`src/rtl/jsu_pkg.sv`:
```
`default_nettype none

package jsu_pkg;

  localparam int unsigned MaxBytes = 4;
  localparam int unsigned CountW   = $clog2(MaxBytes + 1);

  typedef enum logic [3:0] {
    ST_BYTE        = 4'd0,
    ST_CLOSED      = 4'd1,
    ST_NO_OPEN     = 4'd2,
    ST_UNTERM      = 4'd3,
    ST_BAD_END_ESC = 4'd4,
    ST_BAD_ESC     = 4'd5,
    ST_TRUNC_HEX   = 4'd6,
    ST_BAD_HEX     = 4'd7,
    ST_BAD_LOW     = 4'd8,
    ST_LONE_HIGH   = 4'd9
  } status_e;

  // results caused by one source byte, first byte in slot 0
  typedef struct packed {
    logic [CountW-1:0]            count;
    logic [MaxBytes-1:0][7:0]     bytes;
    status_e                      status;
  } bundle_t;

endpackage

`default_nettype wire

```
`src/rtl/json_string_unescape_utf8.sv`:
```
// Channel  Dir  tdata           tuser          tlast
// s_axis   in   data_byte[7:0]  end_mark       -
// m_axis   out  out_byte[7:0]   status[3:0]    last
//
// One source word is taken per cycle while each gives at most one result and the output is ready.
// A \u escape that yields 2 to 4 UTF-8 bytes stalls the input until only its last byte
// is left in the result buffer, which sends one word per cycle while the output is ready.
// A result passes through the input register and then the result buffer on its way out.
// Reset returns the decoder to waiting for an opening quote and empties
// both the input register and the result buffer.
// A stalled output holds its word; the input register then fills and stalls.
`default_nettype none

module json_string_unescape_utf8
  import jsu_pkg::*;
(
  input  wire logic       clk_i,
  input  wire logic       rst_ni,
  input  wire logic       s_tvalid_i,
  output logic            s_tready_o,
  input  wire logic [7:0] s_tdata_i,   // [7:0] data_byte
  input  wire logic       s_tuser_i,   // [0] end_mark
  output logic            m_tvalid_o,
  input  wire logic       m_tready_i,
  output logic [7:0]      m_tdata_o,   // [7:0] out_byte
  output logic [3:0]      m_tuser_o,   // [3:0] status
  output logic            m_tlast_o
);

  logic       in_valid_q;
  logic [7:0] in_byte_q;
  logic       in_end_q;
  logic       can_take;
  logic       advance;
  bundle_t    bundle;
  status_e    status;

  assign advance    = in_valid_q && can_take;
  assign s_tready_o = !in_valid_q || advance;

  always_ff @(posedge clk_i or negedge rst_ni) begin
    if (!rst_ni) begin
      in_valid_q <= 1'b0;
    end else if (s_tready_o) begin
      in_valid_q <= s_tvalid_i;
    end
  end

  always_ff @(posedge clk_i) begin
    if (s_tready_o && s_tvalid_i) begin
      in_byte_q <= s_tdata_i;
      in_end_q <= s_tuser_i;
    end
  end

  jsu_step u_step (
    .clk_i       (clk_i),
    .rst_ni      (rst_ni),
    .advance_i   (advance),
    .data_byte_i (in_byte_q),
    .end_mark_i  (in_end_q),
    .bundle_o    (bundle)
  );

  jsu_outbuf u_outbuf (
    .clk_i      (clk_i),
    .rst_ni     (rst_ni),
    .load_i     (advance),
    .bundle_i   (bundle),
    .can_take_o (can_take),
    .valid_o    (m_tvalid_o),
    .ready_i    (m_tready_i),
    .byte_o     (m_tdata_o),
    .status_o   (status),
    .last_o     (m_tlast_o)
  );

  assign m_tuser_o = status;

  // an error or close word is always alone and carries no byte
  a_code_alone: assert property (@(posedge clk_i) disable iff (!rst_ni)
    (m_tvalid_o && m_tuser_o != ST_BYTE) |-> (m_tdata_o == 8'h00 && m_tlast_o))
    else $error("status word not alone or carries data");

  a_stall_held: assert property (@(posedge clk_i) disable iff (!rst_ni)
    !s_tready_o |-> in_valid_q)
    else $error("input stalled with empty input register");

  a_accept_fill: assert property (@(posedge clk_i) disable iff (!rst_ni)
    (s_tvalid_i && s_tready_o) |=> in_valid_q)
    else $error("accepted word lost from input register");

endmodule

`default_nettype wire

```
`src/rtl/jsu_step.sv`:
```
`default_nettype none

module jsu_step
  import jsu_pkg::*;
(
  input  wire logic       clk_i,
  input  wire logic       rst_ni,
  input  wire logic       advance_i,
  input  wire logic [7:0] data_byte_i,
  input  wire logic       end_mark_i,
  output bundle_t         bundle_o
);

  typedef enum logic [2:0] {
    PH_WAIT,
    PH_BODY,
    PH_ESC,
    PH_HEX_HIGH,
    PH_AFTER_HIGH,
    PH_AFTER_HIGH_BS,
    PH_HEX_LOW
  } phase_e;

  localparam logic [7:0] ChQuote = 8'h22;
  localparam logic [7:0] ChBslash = 8'h5c;
  localparam logic [7:0] ChSlash = 8'h2f;
  localparam logic [7:0] ChB = 8'h62;
  localparam logic [7:0] ChF = 8'h66;
  localparam logic [7:0] ChN = 8'h6e;
  localparam logic [7:0] ChR = 8'h72;
  localparam logic [7:0] ChT = 8'h74;
  localparam logic [7:0] ChU = 8'h75;

  phase_e      phase_q, phase_d;
  logic [1:0]  hex_cnt_q, hex_cnt_d;
  logic [15:0] acc_q, acc_d;
  logic [9:0]  high_q, high_d;

  logic        hex_ok;
  logic [3:0]  hex_val;
  logic [15:0] acc_new;
  logic [20:0] pair_cp;

  function automatic bundle_t put(input logic [7:0] b, input status_e st);
    bundle_t r;
    r = '0;
    r.count = CountW'(1);
    r.bytes[0] = b;
    r.status = st;
    return r;
  endfunction

  function automatic bundle_t encode(input logic [20:0] cp);
    bundle_t r;
    r = '0;
    r.status = ST_BYTE;
    if (cp <= 21'h7f) begin
      r.count = CountW'(1);
      r.bytes[0] = cp[7:0];
    end else if (cp <= 21'h7ff) begin
      r.count = CountW'(2);
      r.bytes[0] = {3'b110, cp[10:6]};
      r.bytes[1] = {2'b10, cp[5:0]};
    end else if (cp <= 21'hffff) begin
      r.count = CountW'(3);
      r.bytes[0] = {4'b1110, cp[15:12]};
      r.bytes[1] = {2'b10, cp[11:6]};
      r.bytes[2] = {2'b10, cp[5:0]};
    end else begin
      r.count = CountW'(4);
      r.bytes[0] = {5'b11110, cp[20:18]};
      r.bytes[1] = {2'b10, cp[17:12]};
      r.bytes[2] = {2'b10, cp[11:6]};
      r.bytes[3] = {2'b10, cp[5:0]};
    end
    return r;
  endfunction

  always_comb begin
    hex_ok = 1'b1;
    hex_val = 4'd0;
    if (data_byte_i >= 8'h30 && data_byte_i <= 8'h39) begin
      hex_val = 4'(data_byte_i - 8'h30);
    end else if (data_byte_i >= 8'h61 && data_byte_i <= 8'h66) begin
      hex_val = 4'(data_byte_i - 8'h57);
    end else if (data_byte_i >= 8'h41 && data_byte_i <= 8'h46) begin
      hex_val = 4'(data_byte_i - 8'h37);
    end else begin
      hex_ok = 1'b0;
    end
  end

  assign acc_new = {acc_q[11:0], hex_val};
  // 0x10000 plus the ten bits of each half
  assign pair_cp = 21'h10000 + {1'b0, high_q, acc_new[9:0]};

  always_comb begin
    phase_d = phase_q;
    hex_cnt_d = hex_cnt_q;
    acc_d = acc_q;
    high_d = high_q;
    bundle_o = '0;
    bundle_o.status = ST_BYTE;

    // error: one coded word, then back to waiting with everything cleared
    case (phase_q)
      PH_BODY: begin
        if (end_mark_i) begin
          bundle_o = put(8'h00, ST_UNTERM);
          phase_d = PH_WAIT;
          hex_cnt_d = '0;
          acc_d = '0;
          high_d = '0;
        end else if (data_byte_i == ChQuote) begin
          phase_d = PH_WAIT;
          bundle_o = put(8'h00, ST_CLOSED);
        end else if (data_byte_i == ChBslash) begin
          phase_d = PH_ESC;
        end else begin
          bundle_o = put(data_byte_i, ST_BYTE);
        end
      end
      PH_ESC: begin
        if (end_mark_i) begin
          bundle_o = put(8'h00, ST_BAD_END_ESC);
          phase_d = PH_WAIT;
          hex_cnt_d = '0;
          acc_d = '0;
          high_d = '0;
        end else begin
          phase_d = PH_BODY;
          case (data_byte_i)
            ChQuote, ChBslash, ChSlash: bundle_o = put(data_byte_i, ST_BYTE);
            ChB: bundle_o = put(8'h08, ST_BYTE);
            ChF: bundle_o = put(8'h0c, ST_BYTE);
            ChN: bundle_o = put(8'h0a, ST_BYTE);
            ChR: bundle_o = put(8'h0d, ST_BYTE);
            ChT: bundle_o = put(8'h09, ST_BYTE);
            ChU: begin
              phase_d = PH_HEX_HIGH;
              hex_cnt_d = '0;
              acc_d = '0;
            end
            default: begin
              bundle_o = put(8'h00, ST_BAD_ESC);
              phase_d = PH_WAIT;
              hex_cnt_d = '0;
              acc_d = '0;
              high_d = '0;
            end
          endcase
        end
      end
      PH_HEX_HIGH, PH_HEX_LOW: begin
        if (end_mark_i || !hex_ok) begin
          bundle_o = put(8'h00, end_mark_i ? ST_TRUNC_HEX : ST_BAD_HEX);
          phase_d = PH_WAIT;
          hex_cnt_d = '0;
          acc_d = '0;
          high_d = '0;
        end else if (hex_cnt_q != 2'd3) begin
          acc_d = acc_new;
          hex_cnt_d = hex_cnt_q + 2'd1;
        end else begin
          hex_cnt_d = '0;
          acc_d = '0;
          if (phase_q == PH_HEX_HIGH) begin
            if (acc_new[15:10] == 6'b110110) begin
              high_d = acc_new[9:0];
              phase_d = PH_AFTER_HIGH;
            end else begin
              phase_d = PH_BODY;
              bundle_o = encode({5'd0, acc_new});
            end
          end else if (acc_new[15:10] == 6'b110111) begin
            phase_d = PH_BODY;
            high_d = '0;
            bundle_o = encode(pair_cp);
          end else begin
            bundle_o = put(8'h00, ST_BAD_LOW);
            phase_d = PH_WAIT;
            high_d = '0;
          end
        end
      end
      PH_AFTER_HIGH, PH_AFTER_HIGH_BS: begin
        if (end_mark_i ||
            data_byte_i != ((phase_q == PH_AFTER_HIGH) ? ChBslash : ChU)) begin
          bundle_o = put(8'h00, ST_LONE_HIGH);
          phase_d = PH_WAIT;
          hex_cnt_d = '0;
          acc_d = '0;
          high_d = '0;
        end else if (phase_q == PH_AFTER_HIGH) begin
          phase_d = PH_AFTER_HIGH_BS;
        end else begin
          phase_d = PH_HEX_LOW;
          hex_cnt_d = '0;
          acc_d = '0;
        end
      end
      default: begin
        if (end_mark_i || data_byte_i != ChQuote) begin
          bundle_o = put(8'h00, ST_NO_OPEN);
          phase_d = PH_WAIT;
          hex_cnt_d = '0;
          acc_d = '0;
          high_d = '0;
        end else begin
          phase_d = PH_BODY;
        end
      end
    endcase
  end

  always_ff @(posedge clk_i or negedge rst_ni) begin
    if (!rst_ni) begin
      phase_q <= PH_WAIT;
      hex_cnt_q <= '0;
      acc_q <= '0;
      high_q <= '0;
    end else if (advance_i) begin
      phase_q <= phase_d;
      hex_cnt_q <= hex_cnt_d;
      acc_q <= acc_d;
      high_q <= high_d;
    end
  end

endmodule

`default_nettype wire

```
`src/rtl/jsu_outbuf.sv`:
```
`default_nettype none

module jsu_outbuf
  import jsu_pkg::*;
(
  input  wire logic       clk_i,
  input  wire logic       rst_ni,
  input  wire logic       load_i,
  input  wire bundle_t    bundle_i,
  output logic            can_take_o,
  output logic            valid_o,
  input  wire logic       ready_i,
  output logic [7:0]      byte_o,
  output status_e         status_o,
  output logic            last_o
);

  logic [CountW-1:0]        cnt_q, cnt_d;
  logic [MaxBytes-1:0][7:0] buf_q, buf_d;
  status_e                  status_q, status_d;
  logic                     pop;

  assign pop        = valid_o && ready_i;
  assign valid_o    = cnt_q != '0;
  assign last_o     = cnt_q == CountW'(1);
  assign byte_o     = buf_q[0];
  assign status_o   = status_q;
  // free now, or the final word leaves this cycle
  assign can_take_o = (cnt_q == '0) || (last_o && ready_i);

  always_comb begin
    cnt_d = cnt_q;
    buf_d = buf_q;
    status_d = status_q;
    if (load_i && bundle_i.count != '0) begin
      cnt_d = bundle_i.count;
      buf_d = bundle_i.bytes;
      status_d = bundle_i.status;
    end else if (pop) begin
      cnt_d = cnt_q - CountW'(1);
      // advance the queue by one word
      buf_d = {8'h00, buf_q[MaxBytes-1:1]};
    end
  end

  always_ff @(posedge clk_i or negedge rst_ni) begin
    if (!rst_ni) begin
      cnt_q <= '0;
    end else begin
      cnt_q <= cnt_d;
    end
  end

  always_ff @(posedge clk_i) begin
    buf_q <= buf_d;
    status_q <= status_d;
  end

endmodule

`default_nettype wire
```
`config.mk`:
```
export PLATFORM = sky130hd
export DESIGN_NAME = json_string_unescape_utf8
export DESIGN_NICKNAME = d
export VERILOG_FILES = /design/src/rtl/jsu_pkg.sv /design/src/rtl/json_string_unescape_utf8.sv /design/src/rtl/jsu_step.sv /design/src/rtl/jsu_outbuf.sv
export SDC_FILE = /design/constraint.sdc
export NUM_CORES = 1
export LEC_CHECK = 0
export ABC_AREA = 1
export BUFFER_PORTS_ARGS = -buffer_cell sky130_fd_sc_hd__buf_2
export CORE_ASPECT_RATIO = 2
export CORE_MARGIN = 5
export CORE_UTILIZATION = 40
export DETAILED_ROUTE_END_ITERATION = 8
export PLACE_DENSITY = 0.7
export SLEW_MARGIN = 20
export SYNTH_ARGS = -nofsm -noshare
export SYNTH_HDL_FRONTEND = slang
export SYNTH_SLANG_ARGS = --single-unit
export TNS_END_PERCENT = 50
```
`constraint.sdc`:
```
create_clock -name clk_i -period 3.75 [get_ports clk_i]
set_clock_uncertainty 0.1 [all_clocks]
set_input_delay 0.375 -clock clk_i [delete_from_list [all_inputs] [get_ports clk_i]]
set_output_delay 0.375 -clock clk_i [all_outputs]
set_load 0.02 [all_outputs]
```
==> impl_metrics.yaml, run 1 <==
finish:
  diodes: 0
  post-route-cell-area_sq_mm: 0.00588
  layout.nets: 740
  drive_gt1_frac: 0.182
  layout_common_cells: "nand2_1, inv_1, nor2_1, nand3_1, edfxtp_1"
  final_cells: 871
  final_common_cell: "nand2_1"
  syn_to_final_growth_pct: 13.9
yosys:
  async_flop_share: 0.425
  synth_top_cell_by_area: "edfxtp_1"
  synthFlopType: "edfxtp_1"
  ys_ff_latch: 73
  avgSynthCellArea_sq_um: 7.69
  synthCells: 671
  syn-num-nets: 695
  syn-cell-area_sq_mm: 0.00516
  synth_cell_types: 47
  synth.area.top_cells: "edfxtp_1, dfrtp_1, nand2_1"
  synth_edf_count: 42
  seq_area_frac_synth: 0.395
  yosysTopAreaCellShare: 0.244
  ys_warn_count: 0
worst_hold_path:
  holdCritPathClass: "in -> async"
placed_design:
  dpl.hpwl_microns: 13200
  dp_cells: 848
  place_ws_ns: 0.0622
  postPlaceCellArea_sq_mm: 0.00551
  gp_congestion: 0.999
  port_buffers: 27
die:
  die_height_microns: 171
  die_w_microns: 90.3
  std_cell_rows: 58
  ios: 28
  start_util: 0.409
  die_area_sq_mm: 0.0154
  core_sq_mm: 0.0126
setup_path:
  end_kind: "flip-flop"
  r2r-start: "in_byte_q[1]$_DFFE_PP_"
  reg2reg_depth: 25
  cp_max_fo: 16
  ff2ff_setup_slack_ns: 0.22
  required_ns: 3.69
  critPathKind: "reg -> reg"
  arrival_ns: 3.47
  startpoint_type: "flip-flop"
  r2r-end: "u_outbuf.buf_q[26]$_SDFFCE_PN0P_"
sta:
  finalHoldViolations: 4
  layout_min_cycle_time_ns: 3.53
  relSlewSlack: 0.494
  maxSlewViolCount: 0
  finalCritPeriodShare: 0.942
  whs_ns: -0.00203
  setup_viol: 0
  fin_ws_ns: 0.217
  max_freq_mhz: 283
  tightestPinTransition_ns: 0.759
routing:
  viasPerCell: 5.79
  m1WireLength_microns: 5690
  drtAntennaViolNets: 0
  drt_first_pass_iters: 5
  top_layer: "met4"
  drt_iter0_drc: 414
  num_vias: 5047
  routed_wl_microns: 17000
  wl_met3_microns: 834
  post_drt_wl_per_cell_microns: 19.5
  wl_met2_microns: 9070
  drc_errors: 0
cts:
  cts_buffers: 9
  clk_latency_ns: 0.35
  clk_pin_slew_ns: 0.06
  cts_sinks: 73
  cts_buffer_depth: 2
  root_buffer: "clkbuf_16"
  cts_tree: "built"
  h-tree-depth: 3
status:
  outcome: "finished with violations"
  violations: "hold timing"
grt:
  grt_pass1_wl_microns: 26500
  grt.total_usage: 0.221
  grt_max_degree: 39
  grt_pass1_vias: 4971
  grt.overflow.total: 0
  antenna_found_initial: 0
power:
  power_density_mw_per_mm2: 624
  leakagePower_nw: 2.59
  worst_ir_drop_vdd_mv: 0.575
flow_run:
  max_cap_violations: 0
sequential cells by signal, indices dropped and copies added, names as in the netlist, 2 cells and up:
name               count
u_outbuf.buf_q        21
u_step.acc_q          12
u_step.high_q         10
in_byte_q              8
u_outbuf.byte_o        8
u_outbuf.status_o      4
u_outbuf.cnt_q         3
u_step.phase_q         3
u_step.hex_cnt_q       2
kinds of logic after synthesis:
kind of cell | share of synthesized area
AND/OR/NAND/NOR | 0.298
AO/OA/AOI/OAI | 0.168
buffers and inverters | 0.105
flip-flops | 0.395
adder cells (fa/ha/maj) | 0.0267
XOR/XNOR | 0.00679
through the flow:
| step | util | power, mW | TNS (ns) | hold WS [ns] |
|---|---|---|---|---|
| 6_report | 0.466 | 3.67 | 0 | -0.00203 |
| 5_1_grt | 0.466 | 3.91 | -0.114 | 0.0628 |
| 4_1_cts | 0.458 | 3.61 | 0 | 0.0227 |
| 3_5_place_dp | 0.436 | 2.81 | 0 | 0.385 |
| 3_3_place_gp | 0.436 | 2.79 | 0 | 0.376 |
| 2_1_floorplan | - | 2.42 | 0 | -0.0206 |
worst max-delay path: stages (launching register included):
cell and delay (ns):
edfxtp_1 0.48, inv_2 0.14, ha_1 0.18, inv_1 0.04, nand2_1 0.05, nand2_1 0.06
nand2_2 0.11, nand2_4 0.09, nand2_2 0.10, nand2_4 0.11, inv_4 0.13, nand3_2 0.10
nor2_4 0.19, nand4_1 0.15, nand2_1 0.16, nand3_2 0.15, nand2_1 0.09, inv_1 0.04
nand2_1 0.04, nand2_1 0.04, nand2_1 0.07, nand2_2 0.07, nand2_4 0.10, nand2_8 0.10
nand2_1 0.12, buf_6 0.20
final cells by class:
type,count,area (sq um)
sequential,73,2040
timing repair buffer,57,405
inverter,102,387
multi-input combinational,473,2590
clock inverter,5,40.0
fill,1297,6750
clock buffer,11,233
tap,150,188
worst max-delay path by stage:
| stage | start | to | depth (start not counted) |
|---|---|---|---|
| after CTS | in_byte_q[0]$_DFFE_PP_ | u_outbuf.byte_o[0]$_DFFE_PP_ | 28 |
| after global placement | in_byte_q[0]$_DFFE_PP_ | u_outbuf.buf_q[9]$_DFFE_PP_ | 28 |
| after detailed placement | in_byte_q[0]$_DFFE_PP_ | u_outbuf.byte_o[0]$_DFFE_PP_ | 28 |
| after floorplan | in_byte_q[0]$_DFFE_PP_ | u_outbuf.buf_q[10]$_DFFE_PP_ | 25 |
| after global routing | in_byte_q[1]$_DFFE_PP_ | u_outbuf.buf_q[9]$_DFFE_PP_ | 28 |
| final | in_byte_q[1]$_DFFE_PP_ | u_outbuf.buf_q[26]$_SDFFCE_PN0P_ | 25 |
Yosys cell counts, drive strengths merged (2+ instances only):
cell type / n
a211oi: 2
a21boi: 2
a21oi: 22
a22oi: 8
a31oi: 4
buf: 17
clkbuf: 6
clkinv: 3
dfrtp: 31
edfxtp: 42
ha: 11
inv: 99
nand2: 158
nand3: 52
nand3b: 2
nand4: 12
nor2: 64
nor3: 21
nor4: 10
o211ai: 7
o21ai: 54
o221ai: 6
o22ai: 22
o31ai: 7
xor2: 3
repair_timing:
| action | CTS | global route |
|---|---|---|
| endpoints found under the setup margin | 0 | 62 |
| gates resized for setup | 0 | 8 |
| buffers inserted | 0 | 6 |
| hold buffers | 0 | 0 |
where the power goes:
group	switching [mW]	internal (mW)
logic	1.06	0.510
clock network	0.344	0.453
registers	0.126	1.18
total	1.53	2.14
layer usage:
metal  vias to the layer above  GRT usage
li1                       2387          -
met1                      2358      0.216
met2                       219      0.407
met3                        83     0.0352
met4                         0      0.174
met5                         -          0
Power figures use the tool's default switching activity.
==> run 2, diff against run 1 <==
--- a/config.mk
+++ b/config.mk
@@ -15,5 +15,6 @@
 export SLEW_MARGIN = 20
 export SYNTH_ARGS = -nofsm -noshare
 export SYNTH_HDL_FRONTEND = slang
+export SYNTH_HIERARCHICAL = 1
 export SYNTH_SLANG_ARGS = --single-unit
 export TNS_END_PERCENT = 50
==> run 2 against run 1 <==
The flow now finishes without violations. Sequential cell count increased by 3. Global-route usage decreased by 0.35 points. Sequential power increased by 6%. Routed wire length increased by 2.2%. Worst setup slack improved by 0.033 ns. Largest power group unchanged.
==> impl_metrics.yaml, run 2 <==
die:
  core_sq_mm: 0.0130
  start_util: 0.407
  ios: 28
  die_w_microns: 91.3
  std_cell_rows: 59
  die_height_microns: 173
  die_area_sq_mm: 0.0158
status:
  outcome: "finished clean"
finish:
  final_cells: 898
  largest_reg_flops: 24
  layout.nets: 764
  diodes: 0
  layout_common_cells: "nand2_1, inv_1, nor2_1, nand3_1, edfxtp_1"
  final_common_cell: "nand2_1"
  syn_to_final_growth_pct: 14.4
  regMostFlops: "u_outbuf/buf_q"
  top_regs: "u_outbuf/buf_q: 24 flops, u_step/acc_q: 12 flops, u_step/high_q: 10 flops"
  drive_gt1_frac: 0.189
setup_path:
  arrival_ns: 3.45
  end_kind: "flip-flop"
  required_ns: 3.70
  startpoint_type: "flip-flop"
  critPathKind: "reg -> reg"
  cp_max_fo: 11
routing:
  viasPerCell: 5.77
  drc_errors: 0
  post_drt_wl_per_cell_microns: 19.3
  drtAntennaViolNets: 0
  routed_wl_microns: 17400
  drt_iter0_drc: 483
  drt_first_pass_iters: 6
  num_vias: 5179
placed_design:
  gp_congestion: 1.00
  dp_cells: 872
  place_ws_ns: 0.0775
  dpl.hpwl_microns: 13100
  port_buffers: 27
sta:
  setup-tns-final_ns: 0
  finalHoldViolations: 0
  tightestPinTransition_ns: 0.800
  relSlewSlack: 0.467
  fin_ws_ns: 0.250
  maxSlewViolCount: 0
  whs_ns: 0.0311
  finalCritPeriodShare: 0.933
  max_freq_mhz: 286
  layout_min_cycle_time_ns: 3.50
  setup_viol: 0
cts:
  cts_sinks: 76
  cts_buffer_depth: 2
  clk_pin_slew_ns: 0.06
  root_buffer: "clkbuf_16"
  clk_latency_ns: 0.33
  cts_hold_buffers: 0
  h-tree-depth: 3
  cts_tree: "built"
  cts_buffers: 9
grt:
  grt_max_degree: 32
  antenna_found_initial: 0
  grt.total_usage: 0.218
  grt_pass1_vias: 5122
  grt_pass1_wl_microns: 26700
  grt.overflow.total: 0
yosys:
  synthFlopType: "edfxtp_1"
  synth_edf_count: 45
  syn-cell-area_sq_mm: 0.00529
  synth.most_common_cell: "nand2_1"
  synth.area.top_cells: "edfxtp_1, dfrtp_1, nand2_1"
  synthCells: 697
  synth_cell_types: 47
  avgSynthCellArea_sq_um: 7.59
  yosysTopAreaCellShare: 0.256
  async_flop_share: 0.408
  ys_warn_count: 6
  seq_area_frac_synth: 0.402
  synth_top_cell_by_area: "edfxtp_1"
  synth_commonest_cells: "nand2_1, inv_1, nor2_1"
  ys_ff_latch: 76
power:
  leakagePower_nw: 2.68
  power_density_mw_per_mm2: 657
  worst_ir_drop_vdd_mv: 0.451
flow_run:
  max_cap_violations: 0
worst_hold_path:
  holdCritPathClass: "in -> async"
run 2: cell types whose count changed after synthesis, sizes merged, moves of 6 or more:
cell	delta
nand4	+6
buf	+7
a21oi	+9
o211ai	-6
nand2	+35
o21ai	-24
nor2	+11
run 2: where the power goes:
| group | total, mW | internal, mW | leakage, nW | switching [mW] |
|---|---|---|---|---|
| registers | 1.39 | 1.28 | 0.868 | 0.115 |
| clock network | 0.790 | 0.447 | 0.123 | 0.344 |
| logic | 1.79 | 0.592 | 1.69 | 1.20 |
run 2: per-layer routing:
| layer | global-route usage | wire, microns | part of all wire | up-vias |
|---|---|---|---|---|
| met2 | 0.395 | 9190 | 0.53 | 287 |
| li1 | - | - | - | 2411 |
| met5 | 0 | 0 | 0 | - |
| met3 | 0.0278 | 848 | 0.049 | 106 |
| met4 | 0.185 | 1710 | 0.098 | 0 |
| met1 | 0.209 | 5610 | 0.32 | 2375 |
run 2: cells by family (layout without fill, tap and decap cells):
group / count (synthesis) / after routing / synth area share
mux: 1 / 1 / 0.00213
compound gates: 113 / 113 / 0.137
xor+xnor: 1 / 1 / 0.00166
buf+inv: 133 / 180 / 0.116
fa+ha+maj: 10 / 10 / 0.0237
simple gates: 362 / 362 / 0.317
flops: 76 / 76 / 0.402
other cells: 1 / 3 / 0.000709
run 2: through the flow:
step           total power [mW]  area (sq um)   util
2_1_floorplan              2.56          5300      -
3_3_place_gp               2.99          5610  0.432
3_5_place_dp               3.01          5610  0.432
4_1_cts                    3.82          5880  0.452
5_1_grt                    4.20          6050  0.466
6_report                   3.97          6050  0.466
run 2: area by class of cell:
class / instances / area (sq um)
multi-input combinational: 490 / 2610
clock inverter: 6 / 40.0
fill: 1303 / 6940
inverter: 105 / 407
sequential: 76 / 2130
tap: 152 / 190
timing repair buffer: 59 / 443
clock buffer: 10 / 229
run 2: path summary, 6_finish.rpt:
kind	startpoint	end	slack (ns)	cells after the start
setup / recovery	in_byte_q[0]$_DFFE_PP_	u_outbuf/buf_q[28]$_SDFFCE_PN0P_	0.25	22
hold / removal	rst_ni	u_step/phase_q[0]$_DFFE_PN0P_	0.03	1
setup reg to reg	in_byte_q[0]$_DFFE_PP_	u_outbuf/buf_q[28]$_SDFFCE_PN0P_	0.25	22
hold reg to reg	u_step/hex_cnt_q[1]$_DFFE_PN0P_	u_step/hex_cnt_q[1]$_DFFE_PN0P_	0.40	2
max in group asynchronous	rst_ni	u_step/high_q[3]$_DFFE_PN0P_	3.01	1
min in group clk_i	s_tdata_i[2]	in_byte_q[2]$_DFFE_PP_	0.12	1
run 2: critical path, stage by stage (launching register included):
cell,delay (ns)
edfxtp_1,0.39
buf_4,0.18
ha_1,0.21
nand3_1,0.09
nand2_2,0.11
nand2_4,0.09
nand2_2,0.05
nand2_2,0.08
nand2_2,0.10
nor2_4,0.12
nand3_1,0.07
nor2_1,0.12
nand3_2,0.11
nand3_4,0.15
nor2_4,0.08
a21oi_2,0.19
nand3_1,0.14
a21oi_4,0.24
nor2_1,0.07
nand2_1,0.10
nand2_4,0.11
nand2_4,0.13
clkbuf_16,0.17
run 2: repair_timing:
item	4_1_cts	5_1_grt
gates resized for setup	0	15
setup endpoints to repair	0	70
setup buffers	0	8
